[config.mk]
export PLATFORM = sky130hd
export DESIGN_NAME = gpu_task_hrrn_scheduler_top
export DESIGN_NICKNAME = d
export VERILOG_FILES = /design/src/sv/hrrn_pkg.sv /design/src/sv/hrrn_qmem.sv /design/src/sv/gpu_task_hrrn_scheduler_top.sv
export SDC_FILE = /design/constraint.sdc
export NUM_CORES = 2
export LEC_CHECK = 0
export BUFFER_PORTS_ARGS = -buffer_cell sky130_fd_sc_hd__buf_4
export CAP_MARGIN = 10
export CORE_UTILIZATION = 40
export CTS_CLUSTER_DIAMETER = 30
export DETAILED_ROUTE_END_ITERATION = 6
export GPL_TIMING_DRIVEN = 0
export PLACE_DENSITY = 0.63
export SLEW_MARGIN = 25
export SYNTH_ARGS = -nofsm -noshare
export SYNTH_HDL_FRONTEND = slang
export SYNTH_SLANG_ARGS = --single-unit
[constraint.sdc]
create_clock -name clk -period 13.85 [get_ports clk]
set_input_delay 0 -clock clk [delete_from_list [all_inputs] [get_ports clk]]
set_output_delay 0 -clock clk [all_outputs]
set_load 0.05 [all_outputs]
[src/sv/hrrn_pkg.sv]
`default_nettype none
package hrrn_pkg;

  // queue geometry
  localparam int QUEUE_DEPTH = 16;
  localparam int QIDX_W      = $clog2(QUEUE_DEPTH);
  localparam int CNT_W       = $clog2(QUEUE_DEPTH + 1);

  // field widths
  localparam int TIME_W = 32;
  localparam int MASK_W = 8;
  localparam int GCNT_W = 4;
  localparam int DUR_W  = 8;
  localparam int PROD_W = TIME_W + DUR_W;

  // function codes
  localparam logic FUNC_ENQ = 1'b0;

  // one waiting task as stored
  typedef struct packed {
    logic [TIME_W-1:0] submit;
    logic [MASK_W-1:0] mask;
    logic [GCNT_W-1:0] count;
    logic [DUR_W-1:0]  dur;
    logic              cmd;
  } entry_t;

  // memory write request
  typedef struct packed {
    logic              we;
    logic [QIDX_W-1:0] addr;
    entry_t            data;
  } mem_wr_t;

  // sequencer states
  typedef enum logic [2:0] {
    ST_IDLE,
    ST_SRD,
    ST_SM1,
    ST_SM2,
    ST_CBEG,
    ST_CRD,
    ST_CWR,
    ST_DONE
  } state_t;

endpackage
`default_nettype wire

[src/sv/hrrn_qmem.sv]
`default_nettype none
module hrrn_qmem (
  input  wire logic                       clk,
  input  wire hrrn_pkg::mem_wr_t          wr,
  input  wire logic [hrrn_pkg::QIDX_W-1:0] rd_addr,
  output hrrn_pkg::entry_t                rd_data
);

  hrrn_pkg::entry_t mem [hrrn_pkg::QUEUE_DEPTH];

  // one write port, registered read
  always_ff @(posedge clk) begin
    if (wr.we) begin
      mem[wr.addr] <= wr.data;
    end
    rd_data <= mem[rd_addr];
  end

endmodule
`default_nettype wire

[src/sv/gpu_task_hrrn_scheduler_top.sv]
// Waiting-task queue for one GPU machine, highest response ratio next.
// Input channel (in_valid / in_stall): one item per request. func 0 appends
// the task (or flags dropped when sixteen are waiting), then tries a start;
// func 1 only tries a start. in_stall is high while an item is in work.
// Result channel (out_valid / out_stall): exactly one item per input item,
// held stable in an output register while out_stall is high. The next input
// item is taken while a result still waits; a finished item waits in the
// last step only if the previous result has not yet been taken.
// Datapath: one shared 32x8 multiplier serves the ratio compare. Each queue
// entry is scanned with a memory read and two products; removal reads and
// writes back each entry behind the chosen one to move it down. Without a
// start no entry is moved; a try on an empty queue goes straight to the
// result step.
// Reset (rst_n low, synchronous) empties the queue and drops any result.
`default_nettype none
module gpu_task_hrrn_scheduler_top (
  input  wire logic       clk,
  input  wire logic       rst_n,
  input  wire logic       in_valid,
  output logic            in_stall,
  input  wire logic       in_func,
  input  wire logic [31:0] in_now_seconds,
  input  wire logic [7:0] in_gpu_mask,
  input  wire logic [3:0] in_gpu_count,
  input  wire logic [7:0] in_duration_hours,
  input  wire logic       in_has_cmd,
  input  wire logic [7:0] in_available_gpu_mask,
  input  wire logic       in_night,
  output logic            out_valid,
  input  wire logic       out_stall,
  output logic            out_started,
  output logic [3:0]      out_slot,
  output logic [7:0]      out_start_gpu_mask,
  output logic [3:0]      out_start_gpu_count,
  output logic [7:0]      out_start_duration_hours,
  output logic            out_dropped,
  output logic [4:0]      out_waiting_count
);

  localparam int QW = hrrn_pkg::QIDX_W;
  localparam int CW = hrrn_pkg::CNT_W;
  localparam int PW = hrrn_pkg::PROD_W;

  hrrn_pkg::state_t state_r, state_nxt;
  logic [CW-1:0] cnt_r, cnt_nxt;
  logic          out_valid_r, out_valid_nxt;

  logic [QW-1:0] idx_r;
  logic [QW-1:0] best_r;
  logic          found_r;
  logic [31:0]   bw_r;
  logic [7:0]    bd_r;
  logic [31:0]   w_r;
  logic [7:0]    d_r;
  logic          fit_r;
  logic [PW-1:0] prod_r;
  logic [7:0]    cand_mask_r, best_mask_r;
  logic [3:0]    cand_count_r, best_count_r;
  logic [7:0]    cand_dur_r, best_dur_r;
  logic          dropped_r;
  logic [31:0]   now_r;
  logic [7:0]    avail_r;
  logic [3:0]    popc_r;
  logic          night_r;

  hrrn_pkg::entry_t  rdata;
  hrrn_pkg::mem_wr_t wr;
  logic [QW-1:0]     rd_addr;

  logic          accept, enq_ok, done_load;
  logic [3:0]    popc_in;
  logic [31:0]   w_now;
  logic [7:0]    d_now;
  logic          fit_now;
  logic [31:0]   mul_a;
  logic [7:0]    mul_b;
  logic [PW-1:0] mul_p;
  logic          better;

  assign accept    = in_valid && !in_stall;
  assign enq_ok    = (in_func == hrrn_pkg::FUNC_ENQ) &&
                     (cnt_r < CW'(hrrn_pkg::QUEUE_DEPTH));
  assign done_load = (state_r == hrrn_pkg::ST_DONE) && (!out_valid_r || !out_stall);
  assign in_stall  = (state_r != hrrn_pkg::ST_IDLE);

  // free GPU count of the incoming mask
  always_comb begin
    popc_in = '0;
    for (int k = 0; k < 8; k++) begin
      popc_in = popc_in + {3'b0, in_available_gpu_mask[k]};
    end
  end

  // candidate entry evaluation
  assign w_now = now_r - rdata.submit;
  assign d_now = (rdata.dur == '0) ? 8'd1 : rdata.dur;
  always_comb begin
    if (night_r && !rdata.cmd) begin
      fit_now = 1'b0;
    end else if (rdata.count == '0) begin
      fit_now = ((rdata.mask & ~avail_r) == '0);
    end else begin
      fit_now = (popc_r >= rdata.count);
    end
  end

  // shared multiplier: w*bd first, then bw*d
  assign mul_a  = (state_r == hrrn_pkg::ST_SM1) ? w_now : bw_r;
  assign mul_b  = (state_r == hrrn_pkg::ST_SM1) ? bd_r  : d_r;
  assign mul_p  = PW'(mul_a) * PW'(mul_b);
  assign better = fit_r && (!found_r || (prod_r > mul_p));

  // memory ports
  assign rd_addr = (state_r == hrrn_pkg::ST_CRD) ? QW'(idx_r + 1'b1) : idx_r;
  always_comb begin
    wr = '0;
    if (accept && enq_ok) begin
      wr.we          = 1'b1;
      wr.addr        = cnt_r[QW-1:0];
      wr.data.submit = in_now_seconds;
      wr.data.mask   = in_gpu_mask;
      wr.data.count  = in_gpu_count;
      wr.data.dur    = in_duration_hours;
      wr.data.cmd    = in_has_cmd;
    end else if (state_r == hrrn_pkg::ST_CWR) begin
      wr.we   = 1'b1;
      wr.addr = idx_r;
      wr.data = rdata;
    end
  end

  hrrn_qmem u_qmem (
    .clk     (clk),
    .wr      (wr),
    .rd_addr (rd_addr),
    .rd_data (rdata)
  );

  // sequencer
  always_comb begin
    state_nxt     = state_r;
    cnt_nxt       = cnt_r;
    out_valid_nxt = out_valid_r;
    if (out_valid_r && !out_stall) begin
      out_valid_nxt = 1'b0;
    end
    case (state_r)
      hrrn_pkg::ST_IDLE: begin
        if (accept) begin
          if (enq_ok) begin
            cnt_nxt = cnt_r + 1'b1;
          end
          if (cnt_r == '0 && !enq_ok) begin
            state_nxt = hrrn_pkg::ST_DONE;
          end else begin
            state_nxt = hrrn_pkg::ST_SRD;
          end
        end
      end
      hrrn_pkg::ST_SRD: state_nxt = hrrn_pkg::ST_SM1;
      hrrn_pkg::ST_SM1: state_nxt = hrrn_pkg::ST_SM2;
      hrrn_pkg::ST_SM2: begin
        if (CW'(idx_r) + 1'b1 < cnt_r) begin
          state_nxt = hrrn_pkg::ST_SRD;
        end else begin
          state_nxt = hrrn_pkg::ST_CBEG;
        end
      end
      hrrn_pkg::ST_CBEG: begin
        if (found_r && (CW'(best_r) + 1'b1 < cnt_r)) begin
          state_nxt = hrrn_pkg::ST_CRD;
        end else begin
          state_nxt = hrrn_pkg::ST_DONE;
        end
      end
      hrrn_pkg::ST_CRD: state_nxt = hrrn_pkg::ST_CWR;
      hrrn_pkg::ST_CWR: begin
        if (CW'(idx_r) + 2'd2 < cnt_r) begin
          state_nxt = hrrn_pkg::ST_CRD;
        end else begin
          state_nxt = hrrn_pkg::ST_DONE;
        end
      end
      hrrn_pkg::ST_DONE: begin
        if (done_load) begin
          out_valid_nxt = 1'b1;
          cnt_nxt       = cnt_r - CW'(found_r);
          state_nxt     = hrrn_pkg::ST_IDLE;
        end
      end
      default: state_nxt = hrrn_pkg::ST_IDLE;
    endcase
  end

  // control registers
  always_ff @(posedge clk) begin
    if (!rst_n) begin
      state_r     <= hrrn_pkg::ST_IDLE;
      cnt_r       <= '0;
      out_valid_r <= 1'b0;
    end else begin
      state_r     <= state_nxt;
      cnt_r       <= cnt_nxt;
      out_valid_r <= out_valid_nxt;
    end
  end

  // datapath registers
  always_ff @(posedge clk) begin
    case (state_r)
      hrrn_pkg::ST_IDLE: begin
        if (accept) begin
          now_r     <= in_now_seconds;
          avail_r   <= in_available_gpu_mask;
          popc_r    <= popc_in;
          night_r   <= in_night;
          dropped_r <= (in_func == hrrn_pkg::FUNC_ENQ) && !enq_ok;
          idx_r     <= '0;
          found_r   <= 1'b0;
          best_r    <= '0;
          bw_r      <= '0;
          bd_r      <= 8'd1;
        end
      end
      hrrn_pkg::ST_SM1: begin
        w_r          <= w_now;
        d_r          <= d_now;
        fit_r        <= fit_now;
        prod_r       <= mul_p;
        cand_mask_r  <= rdata.mask;
        cand_count_r <= rdata.count;
        cand_dur_r   <= rdata.dur;
      end
      hrrn_pkg::ST_SM2: begin
        if (better) begin
          found_r      <= 1'b1;
          best_r       <= idx_r;
          bw_r         <= w_r;
          bd_r         <= d_r;
          best_mask_r  <= cand_mask_r;
          best_count_r <= cand_count_r;
          best_dur_r   <= cand_dur_r;
        end
        idx_r <= idx_r + 1'b1;
      end
      hrrn_pkg::ST_CBEG: idx_r <= best_r;
      hrrn_pkg::ST_CWR:  idx_r <= idx_r + 1'b1;
      default: begin
      end
    endcase
  end

  // result register
  always_ff @(posedge clk) begin
    if (done_load) begin
      out_started              <= found_r;
      out_slot                 <= found_r ? best_r : '0;
      out_start_gpu_mask       <= found_r ? best_mask_r : '0;
      out_start_gpu_count      <= found_r ? best_count_r : '0;
      out_start_duration_hours <= found_r ? best_dur_r : '0;
      out_dropped              <= dropped_r;
      out_waiting_count        <= cnt_r - CW'(found_r);
    end
  end

  assign out_valid = out_valid_r;

endmodule
`default_nettype wire

==> impl_metrics.env <==
export IMPL_netlist_area_sq_mm=0.0542
export IMPL_tightest_slew_ns=1.21
export IMPL_diodes=0
export IMPL_grt_pass1_wl_um=208000
export IMPL_cp_start_kind="register"
export IMPL_first_global_vias=32100
export IMPL_path_max_fanout=20
export IMPL_htree_levels=4
export IMPL_grt_max_degree=48
export IMPL_max_stage_delay_ns=0.73
export IMPL_multi_input_comb_area_sq_mm=0.0186
export IMPL_period_share=0.809
export IMPL_core_area_sq_mm=0.134
export IMPL_worst_path_buf_inv=6
export IMPL_hpwl_um=95900
export IMPL_path_delay_family="adder cells"
export IMPL_synth_nets=3715
export IMPL_synth_cell_types=86
export IMPL_final_max_slew_viol_count=0
export IMPL_grt_use_total=0.206
export IMPL_ys_seq_area_frac=0.629
export IMPL_finalHoldViolations=0
export IMPL_portBuffers=99
export IMPL_firstDrtPassIters=6
export IMPL_num_rows=134
export IMPL_relSlewSlack=0.192
export IMPL_first_iter_violations=3123
export IMPL_ant_nets=0
export IMPL_seq_area_sq_mm=0.0341
export IMPL_fmax_mhz=89.3
export IMPL_fillers=10800
export IMPL_clkSlewWorstSetupHoldPaths_ns=0.06
export IMPL_tritoncts="built"
export IMPL_timing_hold_ws_ns=0.0390
export IMPL_rsz0062_at_grt="false"
export IMPL_ctsResizeCount=0
export IMPL_yosys_warnings=0
export IMPL_yosys_area_top_type="edfxtp_1"
export IMPL_wl_per_cell_um=24.6
export IMPL_final_common_cell="edfxtp_1"
export IMPL_numCtsBuffers=200
export IMPL_synth_area_leaders="edfxtp_1 (61%), mux4_2 (11%), fa_1 (6.8%)"
export IMPL_period_needed_ns=11.20
export IMPL_status="completed"
export IMPL_end_kind="register"
export IMPL_num_vias=31500
export IMPL_clkLatencyLatePin_ns=0.83
export IMPL_avgSynthCellArea_sq_um=16.4
export IMPL_die_height_um=370
export IMPL_wirelength_um=141000
export IMPL_cpMostUsedCell="fa_1"
export IMPL_root_buffer="clkbuf_16"
export IMPL_fin_skew_ns=0.0772
export IMPL_antenna_found_initial=1
export IMPL_synth_edf_count=1095
export IMPL_crit_required_ns=14.31
export IMPL_setup_viol=0
export IMPL_cp_data_arrival_time_ns=11.67
export IMPL_crit_slowest_cell="mux2i_1"
export IMPL_tns_ns=0
export IMPL_max_cap_violations=0
export IMPL_hold_class="primary input to register"
export IMPL_cts_buffer_depth=3
export IMPL_synth_flop_cell="edfxtp_1"
export IMPL_final_net_count=4195
export IMPL_final_cell_mix="edfxtp_1 (1,095), inv_1 (283), mux4_2 (265), clkbuf_16 (200), nor2_1 (188)"
export IMPL_drc=0
export IMPL_viasPerCell=5.49
export IMPL_dieArea_sq_mm=0.137
export IMPL_critical_path_class="register to register"
export IMPL_synthToLayoutAreaGrowth_pct=24.0
export IMPL_cts_sinks=1157
export IMPL_synthArstFlopShare=0
export IMPL_finalCoreUtilization=0.502
export IMPL_pin_count=100
export IMPL_drive_above_1_share=0.230
export IMPL_synth_top_cell_area_share=0.606
export IMPL_ys_ff_latch=1157
export IMPL_chipWidth_um=370
export IMPL_globalRoute_totalOverflow=0
export IMPL_initial_core_util=0.405
export IMPL_synthCells=3306
export IMPL_routabilityCongestion=0.907
[worst register-to-register path, delay by kind of cell, from the launching register on]
family	cells	cell delay (ns)
simple gates	9	2.49
xor+xnor	1	0.24
compound gates	11	3.06
fa+ha+maj	8	3.16
buf+inv	6	0.81
flops	1	0.31
mux	1	0.73
[synthesized netlist by cell type, types with 18 or more instances]
master	number
edfxtp_1	1095
inv_1	284
mux4_2	265
nor2_1	205
fa_1	185
ha_1	157
clkbuf_1	114
o21ai_0	96
nand2_1	93
a21oi_1	89
and2_1	81
dfxtp_1	62
a21o_1	43
xnor2_1	43
a32o_1	40
or2_2	40
and3_1	31
xor2_1	30
a22o_1	24
buf_2	22
nand3_1	22
buf_1	21
mux2i_1	21
nor2b_1	19
a31oi_1	18
nand4_1	18
[state kept, by name (all words and copies together) (netlist names), 5 cells and up]
| name | flops |
|---|---|
| cnt_r | 5 |
| d_r | 8 |
| w_r | 32 |
| out_start_duration_hours | 8 |
| out_start_gpu_mask | 8 |
| best_dur_r | 8 |
| bw_r | 32 |
| u_qmem.mem | 848 |
| cand_mask_r | 8 |
| avail_r | 8 |
| prod_r | 40 |
| u_qmem.rd_data | 53 |
| cand_dur_r | 8 |
| now_r | 32 |
| out_waiting_count | 5 |
| bd_r | 8 |
| best_mask_r | 8 |
[layout make-up]
cell class | instances | area share
repair buffers | 278 | 0.0520
flip-flops and latches | 1157 | 0.508
well taps | 1768 | 0.0329
clock buffers | 236 | 0.0775
inverters | 287 | 0.0161
plain buffers | 157 | 0.00938
clock inverters | 144 | 0.0272
multi-input cells | 1705 | 0.277
[final timing paths]
path                                         start  depth (start not counted)            end  slack [ns]
worst max-delay path                      now_r[0]                         36       bw_r[25]        2.65
worst min-delay path            in_now_seconds[27]                          2      now_r[27]        0.04
worst max register to register            now_r[0]                         36       bw_r[25]        2.65
worst min register to register       cand_dur_r[5]                          0  best_dur_r[5]        0.41
[per-layer routing]
metal / vias to the layer above / GRT usage / part of all wire
met2: 1330 / 0.338 / 0.48
met4: 0 / 0.0636 / 0.025
met5: - / 0 / 0
li1: 13600 / - / -
met3: 252 / 0.0376 / 0.072
met1: 16300 / 0.280 / 0.42
[kinds of logic after synthesis]
family | after synthesis | synth area share
muxes | 287 | 0.114
DFF | 1157 | 0.629
and+or+nand+nor | 566 | 0.0515
xor gates and xnor gates | 77 | 0.0130
AOI/OAI and AO/OA | 433 | 0.0562
adders and majority gates | 342 | 0.105
buffers and inverters | 444 | 0.0312
[through the flow]
stage	cell area [sq um]	setup WS (ns)	cells
3_3_place_gp	57200	-4.41	5173
4_1_cts	67100	2.67	5731
3_5_place_dp	59000	2.73	5245
2_1_floorplan	54200	0.552	3306
5_1_grt	67200	2.12	5732
6_report	67200	2.65	5732
[what timing repair did]
item                      CTS  global route
hold endpoints to repair  929             0
setup buffers               0             0
hold buffers              106             0
Power is not shown: default switching activity piles up to over one toggle a cycle in this logic, so the estimate is an artifact.
